[src/sv/dsvm_pkg.sv]
package dsvm_pkg;

	localparam int SAMPLE_W   = 16;
	localparam int GAIN_W     = 9;
	localparam int GAIN_UNITY = 256;
	localparam int PROD_W     = SAMPLE_W + GAIN_W + 1;
	localparam int FRAC_SHIFT = 8;
	localparam int MASK_W     = 8;

	typedef enum logic [2:0] {
		OP_WRITE_WORD = 3'd0,
		OP_SET_LENGTH = 3'd1,
		OP_SET_GAIN   = 3'd2,
		OP_TRIGGER    = 3'd3,
		OP_TICK       = 3'd4
	} op_t;

	typedef enum logic [2:0] {
		ST_IDLE,
		ST_CFG,
		ST_VEVAL,
		ST_LMUL,
		ST_LACC,
		ST_RACC,
		ST_FINISH
	} state_t;

	// Multiply-accumulate controls from the sequencer to the mixer.
	typedef struct packed {
		logic clear;
		logic mul_en;
		logic acc_left;
		logic acc_right;
	} mac_ctl_t;

endpackage

[src/sv/dsvm_mix.sv]
module dsvm_mix #(
	parameter int VOICE_COUNT = 8
) (
	input  logic                                     clk,
	input  dsvm_pkg::mac_ctl_t                       ctl,
	input  logic signed [dsvm_pkg::SAMPLE_W-1:0]     word,
	input  logic        [dsvm_pkg::GAIN_W-1:0]       gain,
	output logic signed [dsvm_pkg::SAMPLE_W-1:0]     left_sat,
	output logic signed [dsvm_pkg::SAMPLE_W-1:0]     right_sat
);

	localparam int ACC_W = dsvm_pkg::PROD_W + $clog2(VOICE_COUNT) + 1;
	localparam logic signed [ACC_W-1:0] SAT_HI = ACC_W'(32767);
	localparam logic signed [ACC_W-1:0] SAT_LO = ACC_W'(-32768);

	logic signed [dsvm_pkg::PROD_W-1:0] prod_s1;
	logic signed [ACC_W-1:0]            lacc_q;
	logic signed [ACC_W-1:0]            racc_q;

	function automatic logic signed [dsvm_pkg::SAMPLE_W-1:0] sat16(
		input logic signed [ACC_W-1:0] a
	);
		logic signed [ACC_W-1:0] sh;
		sh = a >>> dsvm_pkg::FRAC_SHIFT;
		if (sh > SAT_HI) begin
			return 16'sh7fff;
		end else if (sh < SAT_LO) begin
			return 16'sh8000;
		end else begin
			return sh[dsvm_pkg::SAMPLE_W-1:0];
		end
	endfunction

	always_ff @(posedge clk) begin
		if (ctl.mul_en) begin
			prod_s1 <= word * $signed({1'b0, gain});
		end
		if (ctl.clear) begin
			lacc_q <= '0;
			racc_q <= '0;
		end else begin
			if (ctl.acc_left) begin
				lacc_q <= lacc_q + ACC_W'(prod_s1);
			end
			if (ctl.acc_right) begin
				racc_q <= racc_q + ACC_W'(prod_s1);
			end
		end
	end

	assign left_sat  = sat16(lacc_q);
	assign right_sat = sat16(racc_q);

endmodule

[config.mk]
export PLATFORM = sky130hd
export DESIGN_NAME = dsvm_mix
export DESIGN_NICKNAME = d
export VERILOG_FILES = /design/src/sv/dsvm_pkg.sv /design/src/sv/dsvm_mix.sv
export SDC_FILE = /design/constraint.sdc
export NUM_CORES = 1
export LEC_CHECK = 0
export ABC_AREA = 1
export BUFFER_PORTS_ARGS = -buffer_cell sky130_fd_sc_hd__clkbuf_2
export CELL_PAD_IN_SITES_DETAIL_PLACEMENT = 1
export CELL_PAD_IN_SITES_GLOBAL_PLACEMENT = 1
export CORE_UTILIZATION = 50
export CTS_CLUSTER_SIZE = 14
export DETAILED_ROUTE_END_ITERATION = 7
export PLACE_DENSITY_LB_ADDON = 0.05
export SLEW_MARGIN = 15
export SYNTH_ARGS = -nofsm -noshare
export SYNTH_HDL_FRONTEND = slang
export SYNTH_SLANG_ARGS = --single-unit
[constraint.sdc]
create_clock -name clk -period 15.72 [get_ports clk]
set_input_delay 0.786 -clock clk [delete_from_list [all_inputs] [get_ports clk]]
set_output_delay 0.786 -clock clk [all_outputs]
set_load 0.1 [all_outputs]
==> summary.md, run 1 <==
After floorplanning, the core was sized to cover 0.0254 mm^2. In the global route stage, met1 resource usage came out at 36.6%. The top cell types in the final layout, fill and taps aside, are sky130_fd_sc_hd__nand2_1, sky130_fd_sc_hd__inv_1, sky130_fd_sc_hd__a21oi_1. The number of remaining DRC errors is 0, and the mean area per synthesized cell is 6.78 um^2. The final layout contains routed wiring with a total length of 39400 um. The number of diodes added for antenna fixing is 0. The tools report the core occupancy in the finished layout as 54.6%. The tools report the critical path endpoint category as a flip-flop.

The logs give 0 for the hold violation total from the final report and 33700 um for the estimated wirelength of the detail-placed design. The detailed router finished its first iteration with 497 violations. Global routing used 57.2% of the available met2 tracks. Sequential elements use 15.2% of the synthesized area. The async set or reset register ratio after synthesis was 0%; the number of warnings reported in the yosys synthesis log was 0. The number of global-route vias before repair was 12900. For the final number of max-transition violations, the log shows 0. The path class of the tightest hold or removal check is reg -> reg. The worst setup path is of the in -> reg kind.

The total of hold buffers inserted after clock tree synthesis is 0. Fill cells in the final layout number 3449. The run gives 86 as the count of clock tree sinks. The tools report the post-route clock skew as 14.7 ps. Entering global routing, the biggest net connects 52 pins.

In this run the tightest slew margin relative to its limit is 25.7%. The tools report the post-detailed-route count of antenna-violating nets as 0. The global routing stage identified its most utilized layer as met2.

The cell chosen for the clock root is sky130_fd_sc_hd__clkbuf_16. Before CTS, the worst setup slack after placement is 9740 ps. The tools report the number of detailed-route iterations in the first pass as 4. TritonCTS built the clock tree.

Across all setup checks in the final design, the least slack found is 10200 ps. The die covers 0.0268 mm^2. In the final routed layout, each cell accounts on average for 17.3 um. The peak fanout along the critical path was 16. The flow ran to the end, and the final reports show no timing, DRC or antenna violations. Commonest non-fill, non-tap cell in the layout: sky130_fd_sc_hd__nand2_1.

After clock tree synthesis, the setup repair step added 0 buffers. The sequential cells in the finished layout cover a total of 0.00198 mm^2. Summing all multi-input logic gate instances after layout gives 0.00913 mm^2. The synthesis-stage register bit count is 86.

The tools report the type of element launching the critical path as an input port. The depth of the CTS H-tree was 3. After the last flow step, the layout net total stands at 2215. The congestion estimate from routability-driven global placement came to 0.916.

The max-capacitance violation count is 0, and the clock buffer count from CTS is 9. Counting flops with a built-in enable in the synthesized netlist gives 26. The die is 164 um tall.

The top flip-flop cell by instance count after synthesis was sky130_fd_sc_hd__dfxtp_1. In this run the deepest clock path goes through 2 buffers. The logs give 51.5% for the starting utilization of the core area and 58 for the total number of placement rows. In the routed layout, each cell is associated on average with a via count of 5.28. The post-route netlist has 7.43% of its cells at a drive strength greater than 1. The met3 track utilization from global routing is 1.98%.

The worst path uses 35.1% of the clock period. The clock period minus worst slack works out to 5520 ps. The run gives 0 as the number of gates given a new drive strength after cts. After routing, the total negative slack on setup checks comes to 0 ps.

The tools report the overflow left after global routing as 0. The run gives 0 as the initial antenna violation count. 62 I/O pins were placed.

Setup violations remaining at the end of the flow were counted as 0. Setup repair after global routing left no endpoint under its margin. The first global-routing pass estimated 64400 um of wire. STA puts the critical path data arrival time at 5630 ps. Compared with the post-synthesis result, the final layout area differs by 6.06%.

The slew at the pin closest to its max-slew limit is 1110 ps. The gate count of the mapped netlist is 1929. The clock-pin slew on the worst setup and hold paths works out to 70 ps.

The clock latency of the later-clocked register in the worst-skew pair was 370 ps. Across all layers, the routed design uses 12100 vias. Global routing used 31.0% of the available tracks.

In this run the tool buffered the top-level ports with 61 buffer cells. The maximum clock frequency is 181 MHz, and the number of unique standard cell types used by synthesis is 48. STA puts the critical path data required time at 15830 ps.

The run gives 2198 as the net count after synthesis. The horizontal die dimension was 164 um. After synthesis the cells add up to 0.0131 mm^2.
worst paths after layout:
path,startpoint,endpoint,slack [ps],depth (start not counted)
max,gain[1],prod_s1[24]$_DFFE_PP_,10200,18
min,lacc_q[7]$_SDFFE_PP0P_,lacc_q[7]$_SDFFE_PP0P_,540,2
max reg2reg,prod_s1[0]$_DFFE_PP_,racc_q[14]$_SDFFE_PP0P_,13290,15
min reg2reg,lacc_q[7]$_SDFFE_PP0P_,lacc_q[7]$_SDFFE_PP0P_,540,2
sequential cells by signal (all words and copies together) (netlist names):
register,count
lacc_q,30
racc_q,30
prod_s1,26
cells by family after synthesis:
group,share of synthesized area [%]
xor gates and xnor gates,3.48
buffers and inverters,15.1
adders and majority gates,30.0
AOI/OAI and AO/OA,11.5
and+or+nand+nor,24.7
DFF,15.2
per-layer routing:
metal  share of wire, %  routed length, um
met5                  0                  0
met4                4.1               1630
met3                2.5                969
met2                 51              20000
met1                 43              16800
final cells by class:
| type | instances | share of cell area [%] |
|---|---|---|
| tap | 330 | 2.98 |
| clock buffer | 9 | 1.62 |
| multi-input combinational | 1326 | 65.8 |
| clock inverter | 7 | 0.460 |
| timing repair buffer | 64 | 2.36 |
| inverter | 459 | 12.4 |
| sequential | 86 | 14.3 |
metrics by stage:
step | hold WS, ps | instances | cell area [um^2]
6_report | 536 | 2281 | 13900
3_3_place_gp | 480 | 2265 | 13600
4_1_cts | 532 | 2281 | 13800
5_1_grt | 564 | 2281 | 13900
2_1_floorplan | 467 | 1929 | 13100
3_5_place_dp | 510 | 2265 | 13600
cells in the mapped netlist (all sizes together), types with 15 or more instances:
master	n	area [um^2]
a21oi	161	836
nor2	142	563
fa	124	2480
inv	459	1720
edfxtp	26	781
nand2	495	1910
nand4	22	138
xnor2	15	131
clkbuf	49	205
nor3	19	131
dfxtp	60	1200
xor2	37	324
nand3	68	370
ha	115	1440
o21ai	79	407
critical path, cell delays in order:
cell and delay, ps:
sky130_fd_sc_hd__clkbuf_2 230, sky130_fd_sc_hd__nand2_1 190, sky130_fd_sc_hd__inv_1 100, sky130_fd_sc_hd__fa_1 500, sky130_fd_sc_hd__inv_1 170, sky130_fd_sc_hd__fa_1 700, sky130_fd_sc_hd__inv_1 110, sky130_fd_sc_hd__fa_1 560
sky130_fd_sc_hd__inv_1 60, sky130_fd_sc_hd__fa_1 470, sky130_fd_sc_hd__fa_1 510, sky130_fd_sc_hd__inv_1 40, sky130_fd_sc_hd__ha_1 350, sky130_fd_sc_hd__a21oi_1 210, sky130_fd_sc_hd__o21ai_0 110, sky130_fd_sc_hd__a21oi_1 170
sky130_fd_sc_hd__nand3_1 170, sky130_fd_sc_hd__xor2_1 180
Power of run 1 is left out: the tool's default activity adds up to more than one toggle a clock period on the data nets, which glitch-free logic cannot reach.
==> inputs of run 2 (changes only) <==
ABC_AREA = 0   (was 1)
CORE_UTILIZATION = 49   (was 50)
clock period = 5.2 ns   (was 15.72 ns; I/O delays follow)
==> run 2 against run 1 <==
Count of clock-buffer cells in the layout is 1 higher. Synthesized area down 12%. Via count is 21% lower. Synthesized cell count down 31%. Critical path depth up 4. Sequential share of layout area rose by 0.66 points. First-iteration DRC count down 34%. Clock skew decreased by 3.5 ps. Final area is 4.4% lower. Utilization rose by 3.4 points. Non-clock buffer count is 77 higher. Final cell count decreased by 23%.
==> summary.md, run 2 <==
TritonCTS built the clock tree. Worst reg2reg path startpoint: prod_s1[1]$_DFFE_PP_. After synthesis, flip-flops and latches occupy 17.2% of the total area.

Peak fanout along the critical path: 9. The clock period minus worst slack is 5130 ps, and the routed wirelength normalized by instance count is 16.7 um. sky130_fd_sc_hd__fa_1 takes more of the synthesized area than any other cell. The commonest non-fill, non-tap cell in the layout was sky130_fd_sc_hd__inv_1. The mean number of vias per cell is 5.43. Slew at the pin closest to its max-slew limit: 1120 ps.

Across the run, the number of max-cap violations was 0. The run gives 0 as the final number of max-transition violations. Setup repair after global routing could not meet its margin everywhere. The first detailed-routing pass took 4 iterations.

Clock-pin slew on the worst setup and hold paths: 60 ps. The mapped netlist covers 0.0115 mm^2. The logs give 1598 for the net count after synthesis and 1980 ps for the setup slack on the worst flop-to-flop path.

The largest registers in the layout are lacc_q x30, racc_q x30, prod_s1 x26. The worst hold path passes through 3 cells. Async set or reset register ratio after synthesis: 0%. In this run the number of H-tree levels came out at 3.

The tools report the worst hold endpoint as prod_s1[0]$_DFFE_PP_. The final layout contains 1702 nets. In this run the vertical extent of the chip is 155 um. The first global-routing pass estimated 49100 um of wire.

Compared with the post-synthesis result, the final layout area differs by 14.9%. After synthesis, the largest area contributor takes up 21.5% of total cell area. The initial antenna violation count is 0, and the count of input and output buffers is 61. The tools report the final total negative setup slack as 0 ps. The classification of the worst-slack hold path is in -> reg.

The number of hold buffers added after CTS was 0. The floorplan step defined a die boundary enclosing 0.0242 mm^2. Setup violations remaining at the end of the flow were counted as 0. In this run the count of I/O pins placed on the die edge is 62. The total number of placement rows is 55.

The critical setup path kind is in -> reg. The origin of the worst min-delay path is word[0]. The launch point of the critical path is gain[2].

The run gives 62 as the maximum number of pins on one net before global-route repair. Of the available clock period, the critical path in the final layout requires 98.7%. The synthesized design contains 26 enable-type register cells. Sorting the synthesized cells by how often they occur yields sky130_fd_sc_hd__inv_1, sky130_fd_sc_hd__nand2_1, sky130_fd_sc_hd__fa_1. Once the floorplan was initialized, standard cells occupied 50.5% of the core.

Measured against its own limit, the worst slew margin works out to 25.0%. In the synthesized netlist, the number of instances is 1329. CTS placed an instance of sky130_fd_sc_hd__clkbuf_16 at the clock tree root.

The tools report the required time at the endpoint of the critical path as 5290 ps. For the weighted congestion at the end of routability-driven global placement, the log shows 0.878. The Yosys step of the flow raised 0 warnings.

Data on the critical path arrives at its endpoint at 5230 ps. After synthesis the netlist holds a flip-flop and latch count of 86. The final wirelength was 29300 um; the estimated wirelength of the detail-placed design was 23900 um. The run gives 67 as the number of unique standard cell types used by synthesis. Post-detailed-route count of antenna-violating nets: 0.

Top flip-flop cell by instance count after synthesis: sky130_fd_sc_hd__dfxtp_1. For the worst-skew pair, the clock arrives at the later sink with an insertion delay of 350 ps. The fraction of layout instances using a drive strength above 1 was 14.4%. In this run the standard cell core region covers 0.0228 mm^2.

The worst setup path is captured at a flip-flop. The logs give 0 for the number of remaining DRC errors and 195 MHz for the maximum clock frequency. 0 antenna diodes ended up in the layout. Sorting the synthesized cells by area gives the leading types as sky130_fd_sc_hd__fa_1, sky130_fd_sc_hd__ha_1, sky130_fd_sc_hd__dfxtp_1, sky130_fd_sc_hd__edfxtp_1, sky130_fd_sc_hd__inv_1. After the first detailed-routing iteration, the DRC count stood at 327. Overflow left after global routing: 0. TritonCTS created 9 clock buffers. The logs give 9515 for the via count and 0 for the hold violation total from the final report. After filler insertion, the fill cell instance count of the layout stands at 2755.

The core occupancy in the finished layout came out at 58.0%. Dividing the synthesized area by the synthesized cell count gives 8.68 um^2. The run finished with clean final reports. In this run the critical register-to-register path is captured at racc_q[29]$_SDFFE_PP0P_. On the final layout, the worst clock skew is 11.3 ps.

The library cells used most frequently in the layout, excluding fill and tap cells, are sky130_fd_sc_hd__inv_1, sky130_fd_sc_hd__nand2_1, sky130_fd_sc_hd__fa_1. The clock passes through at most 2 buffers. The horizontal die dimension is 155 um.

CTS saw 86 sinks. The count of cells along the worst register-to-register path is 10, and the number of global-route vias before repair is 10100. Global routing used 25.1% of the available tracks across all layers.

Library cell with the highest instance count after synthesis: sky130_fd_sc_hd__inv_1. STA classifies the critical path startpoint as an input port.
==> run 2: cell types whose count changed in the layout (fill, tap and decap cells not counted), sizes merged, moves of 34 or more <==
| cell | previous run | this run |
|---|---|---|
| nand3 | 68 | 13 |
| a21o | 7 | 41 |
| o21a | 4 | 48 |
| a21oi | 161 | 78 |
| nand2 | 495 | 132 |
| inv | 464 | 173 |
| and2 | 4 | 70 |
| nor2 | 142 | 84 |
| buf | 3 | 94 |
| o21ai | 79 | 44 |
==> run 2: worst max-delay path by stage <==
stage	end
after floorplan	prod_s1[25]$_DFFE_PP_
after global placement	prod_s1[25]$_DFFE_PP_
after detailed placement	prod_s1[25]$_DFFE_PP_
after CTS	prod_s1[24]$_DFFE_PP_
after global routing	prod_s1[25]$_DFFE_PP_
final	prod_s1[25]$_DFFE_PP_
==> run 2: worst max-delay path, cell delays in order <==
cell	delay, ps
sky130_fd_sc_hd__buf_12	100
sky130_fd_sc_hd__nand2_4	50
sky130_fd_sc_hd__fa_1	530
sky130_fd_sc_hd__inv_1	50
sky130_fd_sc_hd__fa_1	510
sky130_fd_sc_hd__inv_2	50
sky130_fd_sc_hd__fa_1	530
sky130_fd_sc_hd__inv_2	50
sky130_fd_sc_hd__fa_1	520
sky130_fd_sc_hd__inv_2	40
sky130_fd_sc_hd__fa_1	510
sky130_fd_sc_hd__inv_2	50
sky130_fd_sc_hd__ha_4	220
sky130_fd_sc_hd__and4_1	190
sky130_fd_sc_hd__a21oi_2	180
sky130_fd_sc_hd__o2111ai_2	160
sky130_fd_sc_hd__o2111ai_2	320
sky130_fd_sc_hd__a21oi_4	120
sky130_fd_sc_hd__a2111oi_4	380
sky130_fd_sc_hd__o21bai_1	120
sky130_fd_sc_hd__a21oi_1	190
sky130_fd_sc_hd__xnor2_1	90
==> run 2: cell families (layout without fill, tap and decap cells) <==
family	after synthesis	after routing	synth area share, %
fa+ha+maj	239	239	34.0
compound gates	296	296	17.4
flops	86	86	17.2
mux	33	33	2.89
buf+inv	222	331	7.24
xor+xnor	60	60	4.56
simple gates	393	393	16.8
==> run 2: layer usage <==
metal  routed length [um]  GRT usage (%)  vias up
met5                    0              0        -
met4                  295           4.30        0
li1                     -              -     4676
met1                13800           33.0     4711
met3                  489           1.89       20
met2                14700           45.6      108
==> run 2: cell type report <==
cell class / instances / area (um^2) / share of cell area, %
inverter: 174 / 653 / 4.93
tap: 313 / 392 / 2.96
clock inverter: 6 / 86.3 / 0.652
clock buffer: 10 / 229 / 1.73
timing repair buffer: 141 / 1020 / 7.68
multi-input combinational: 1021 / 8890 / 67.1
sequential: 86 / 1980 / 15.0
==> run 2: repair_timing <==
| item | in CTS | in global routing |
|---|---|---|
| setup buffers | 1 | 4 |
| endpoints found under the hold margin | 0 | 0 |
| gates resized for setup | 7 | 76 |
| pin swaps | 2 | 28 |
| setup endpoints to repair | 3 | 5 |
==> run 2: per-stage QoR <==
stage | instances | hold WS, ps | worst slack, ps | instance area [um^2]
final | 1751 | 406 | 65.3 | 13200
after global routing | 1751 | 425 | -78.7 | 13200
after CTS | 1747 | 413 | 42.3 | 13000
after detailed placement | 1730 | 490 | -589 | 12700
after global placement | 1730 | 477 | -410 | 12700
after floorplan | 1329 | 372 | 5.29 | 11600
Power of run 2 is left out for the same reason.
==> inputs of run 3 (changes only) <==
MAX_ROUTING_LAYER = met4   (was default)
==> run 3 against run 2 <==
Clock skew increased by 1.1 ps. Wire length up 0.22%. Final area is the same. Non-clock buffer count unchanged. Register-to-register slack about the same. Final cell count did not move. Count of clock-buffer cells in the layout did not move. Fmax down 0.24%. Global-route usage up 0.76 points. Critical endpoint unchanged. Largest cell class unchanged.
==> summary.md, run 3 (synthesis gave the netlist of run 2 again) <==
The initial antenna violation count is 0. Summed over all layers, the global routing overflow is 0. Dividing the detail-routed wire length by the instance count gives 16.8 um. STA classifies the critical path startpoint as an input port. Before antenna repair, the detailed router went through 7 iterations. In the routed layout, each cell is associated on average with a via count of 5.43. Floorplan die area: 0.0242 mm^2. In the layout the commonest cells are sky130_fd_sc_hd__inv_1, sky130_fd_sc_hd__nand2_1, sky130_fd_sc_hd__fa_1. Global routing used 25.9% of the available tracks.

The clock-pin slew on the worst setup and hold paths was 60 ps; the number of remaining DRC errors was 0. Pin placement for this block handled 62 I/O pins. The horizontal die dimension came out at 155 um. The largest registers in the layout are lacc_q x30, racc_q x30, prod_s1 x26. TritonCTS built the clock tree.

Hold violation total from the final report: 0. Of all nets on the critical path, the largest fanout is 9. The tools report the worst-case headroom to the max-slew limit as 25.0%. The tools report the cell chosen for the clock root as sky130_fd_sc_hd__clkbuf_16.

The run gives 2 as the number of buffers on the longest clock path. For the number of global-route vias before repair, the log shows 10100. The run gives 1751 as the count of placed standard cells in the final layout, fillers left out. The tools report the area of the core region as 0.0228 mm^2.

The maximum clock frequency is 194 MHz, and the count of input and output buffers is 61. Compared with the post-synthesis result, the final layout area differs by 14.9%. The weighted congestion at the end of routability-driven global placement is 0.893. The critical setup path kind is in -> reg. Detailed placement ended at an HPWL of 23900 um.

The total instance count after detailed placement was 1730; the global-route wire length before repair was 49100 um. The share of the cycle needed by the critical path after routing came out at 99.0%. Slew at the pin closest to its max-slew limit: 1120 ps. The classification of the worst-slack hold path is in -> reg. The tool flagged a number of max-cap violations equal to 0. Among the stages of the critical path, the cell type that occurs most often is sky130_fd_sc_hd__fa_1. Once placement finished, the instance area stood at 0.0127 mm^2. The endpoint arrival time on the critical path came out at 5240 ps. Data on the critical path is required at its endpoint by 5290 ps. Fraction of layout instances using a drive strength above 1: 14.4%. For the final number of max-transition violations, the log shows 0.

For the worst-skew pair, the clock arrives at the later sink with an insertion delay of 350 ps. The signal on the critical path passes through buf_12 > nand2_4 > fa_1 > inv_1 > fa_1 > inv_2 > fa_1 > inv_2 > fa_1 > inv_2 > fa_1 > inv_2 > ha_4 > and4_1 > a21oi_2 > o2111ai_2 > o2111ai_2 > a21oi_4 > a2111oi_4 > o21bai_1 > a21oi_1 > xnor2_1. The run gives 12.4 ps as the post-route clock skew. The initial utilization of the core area, before any placement, comes to 50.5%.

The slowest cell on the critical path was sky130_fd_sc_hd__fa_1. The critical path endpoint category was a flip-flop. For the total setup violations reported at the end of the flow, the log shows 0. Entering global routing, the biggest net connects 62 pins. The run finished with clean final reports. After the first detailed-routing iteration, the DRC count stood at 326. The biggest cell delay along the critical path was 530 ps; the final instance area was 0.0132 mm^2. For the final wirelength, the log shows 29300 um.

The die height came out at 155 um. The library cell used most frequently in the layout, excluding fill and tap cells, is sky130_fd_sc_hd__inv_1. The tools report the setup slack on the worst flop-to-flop path as 1990 ps.

Setup repair after global routing could not meet its margin everywhere. Hold repair after CTS inserted 0 buffers. The clock buffer count from CTS came out at 9.

For this run, the post-layout net count is 1702. For the depth of the CTS H-tree, the log shows 3. The floorplan has 55 rows.

The logs give 9507 for the via count and 86 for the count of clock tree sinks. The worst path in the final design needs a cycle of 5150 ps, including I/O delays and setup. The detail route stage leaves a number of antenna-violating nets equal to 0. 0 antenna diodes ended up in the layout.
-- run 3: cell counts in the layout (fill, tap and decap cells not counted) --
Identical to the previous run, type by type.
-- run 3: timing repair --
item / 4_1_cts / 5_1_grt
buffers inserted: 1 / 4
endpoints found under the setup margin: 3 / 5
resized for setup: 7 / 76
pin swaps: 2 / 28
hold endpoints to repair: 0 / 0
-- run 3: final cells by class --
cell class | count | area [um^2]
multi-input combinational | 1021 | 8890
sequential | 86 | 1980
clock buffer | 10 | 229
tap | 313 | 392
fill | 2755 | 9600
inverter | 174 | 653
clock inverter | 6 | 86.3
timing repair buffer | 141 | 1020
-- run 3: path summary, 6_finish.rpt --
path | from | end | cells after the start
worst min register to register | racc_q[13]$_SDFFE_PP0P_ | racc_q[13]$_SDFFE_PP0P_ | 2
worst max-delay path | gain[2] | prod_s1[25]$_DFFE_PP_ | 22
worst min-delay path | word[0] | prod_s1[0]$_DFFE_PP_ | 3
worst max register to register | prod_s1[1]$_DFFE_PP_ | racc_q[29]$_SDFFE_PP0P_ | 10
-- run 3: per-stage QoR --
| step | setup TNS (ps) | util [%] | hold slack [ps] | worst slack, ps |
|---|---|---|---|---|
| floorplan | 0 | - | 372 | 5.29 |
| global placement | -1430 | 55.4 | 477 | -410 |
| detailed placement | -2690 | 55.4 | 490 | -589 |
| CTS | 0 | 56.9 | 413 | 42.3 |
| global route | -154 | 58.0 | 425 | -78.6 |
| finish | 0 | 58.0 | 407 | 53.0 |
-- run 3: layer usage --
layer | up-vias | share of wire (%) | track usage [%]
met4 | 0 | 1.0 | 4.30
met2 | 114 | 50 | 45.5
met1 | 4698 | 47 | 33.1
met5 | - | 0 | -
met3 | 20 | 1.7 | 1.89
li1 | 4675 | - | -
-- run 3: worst max-delay path, delay by kind of cell --
kind,cells,cell delay (ps)
adders and majority gates,6,2820
and+or+nand+nor,2,240
buffers and inverters,6,340
AOI/OAI and AO/OA,7,1470
xor gates and xnor gates,1,100
Power of run 3 is left out for the same reason.
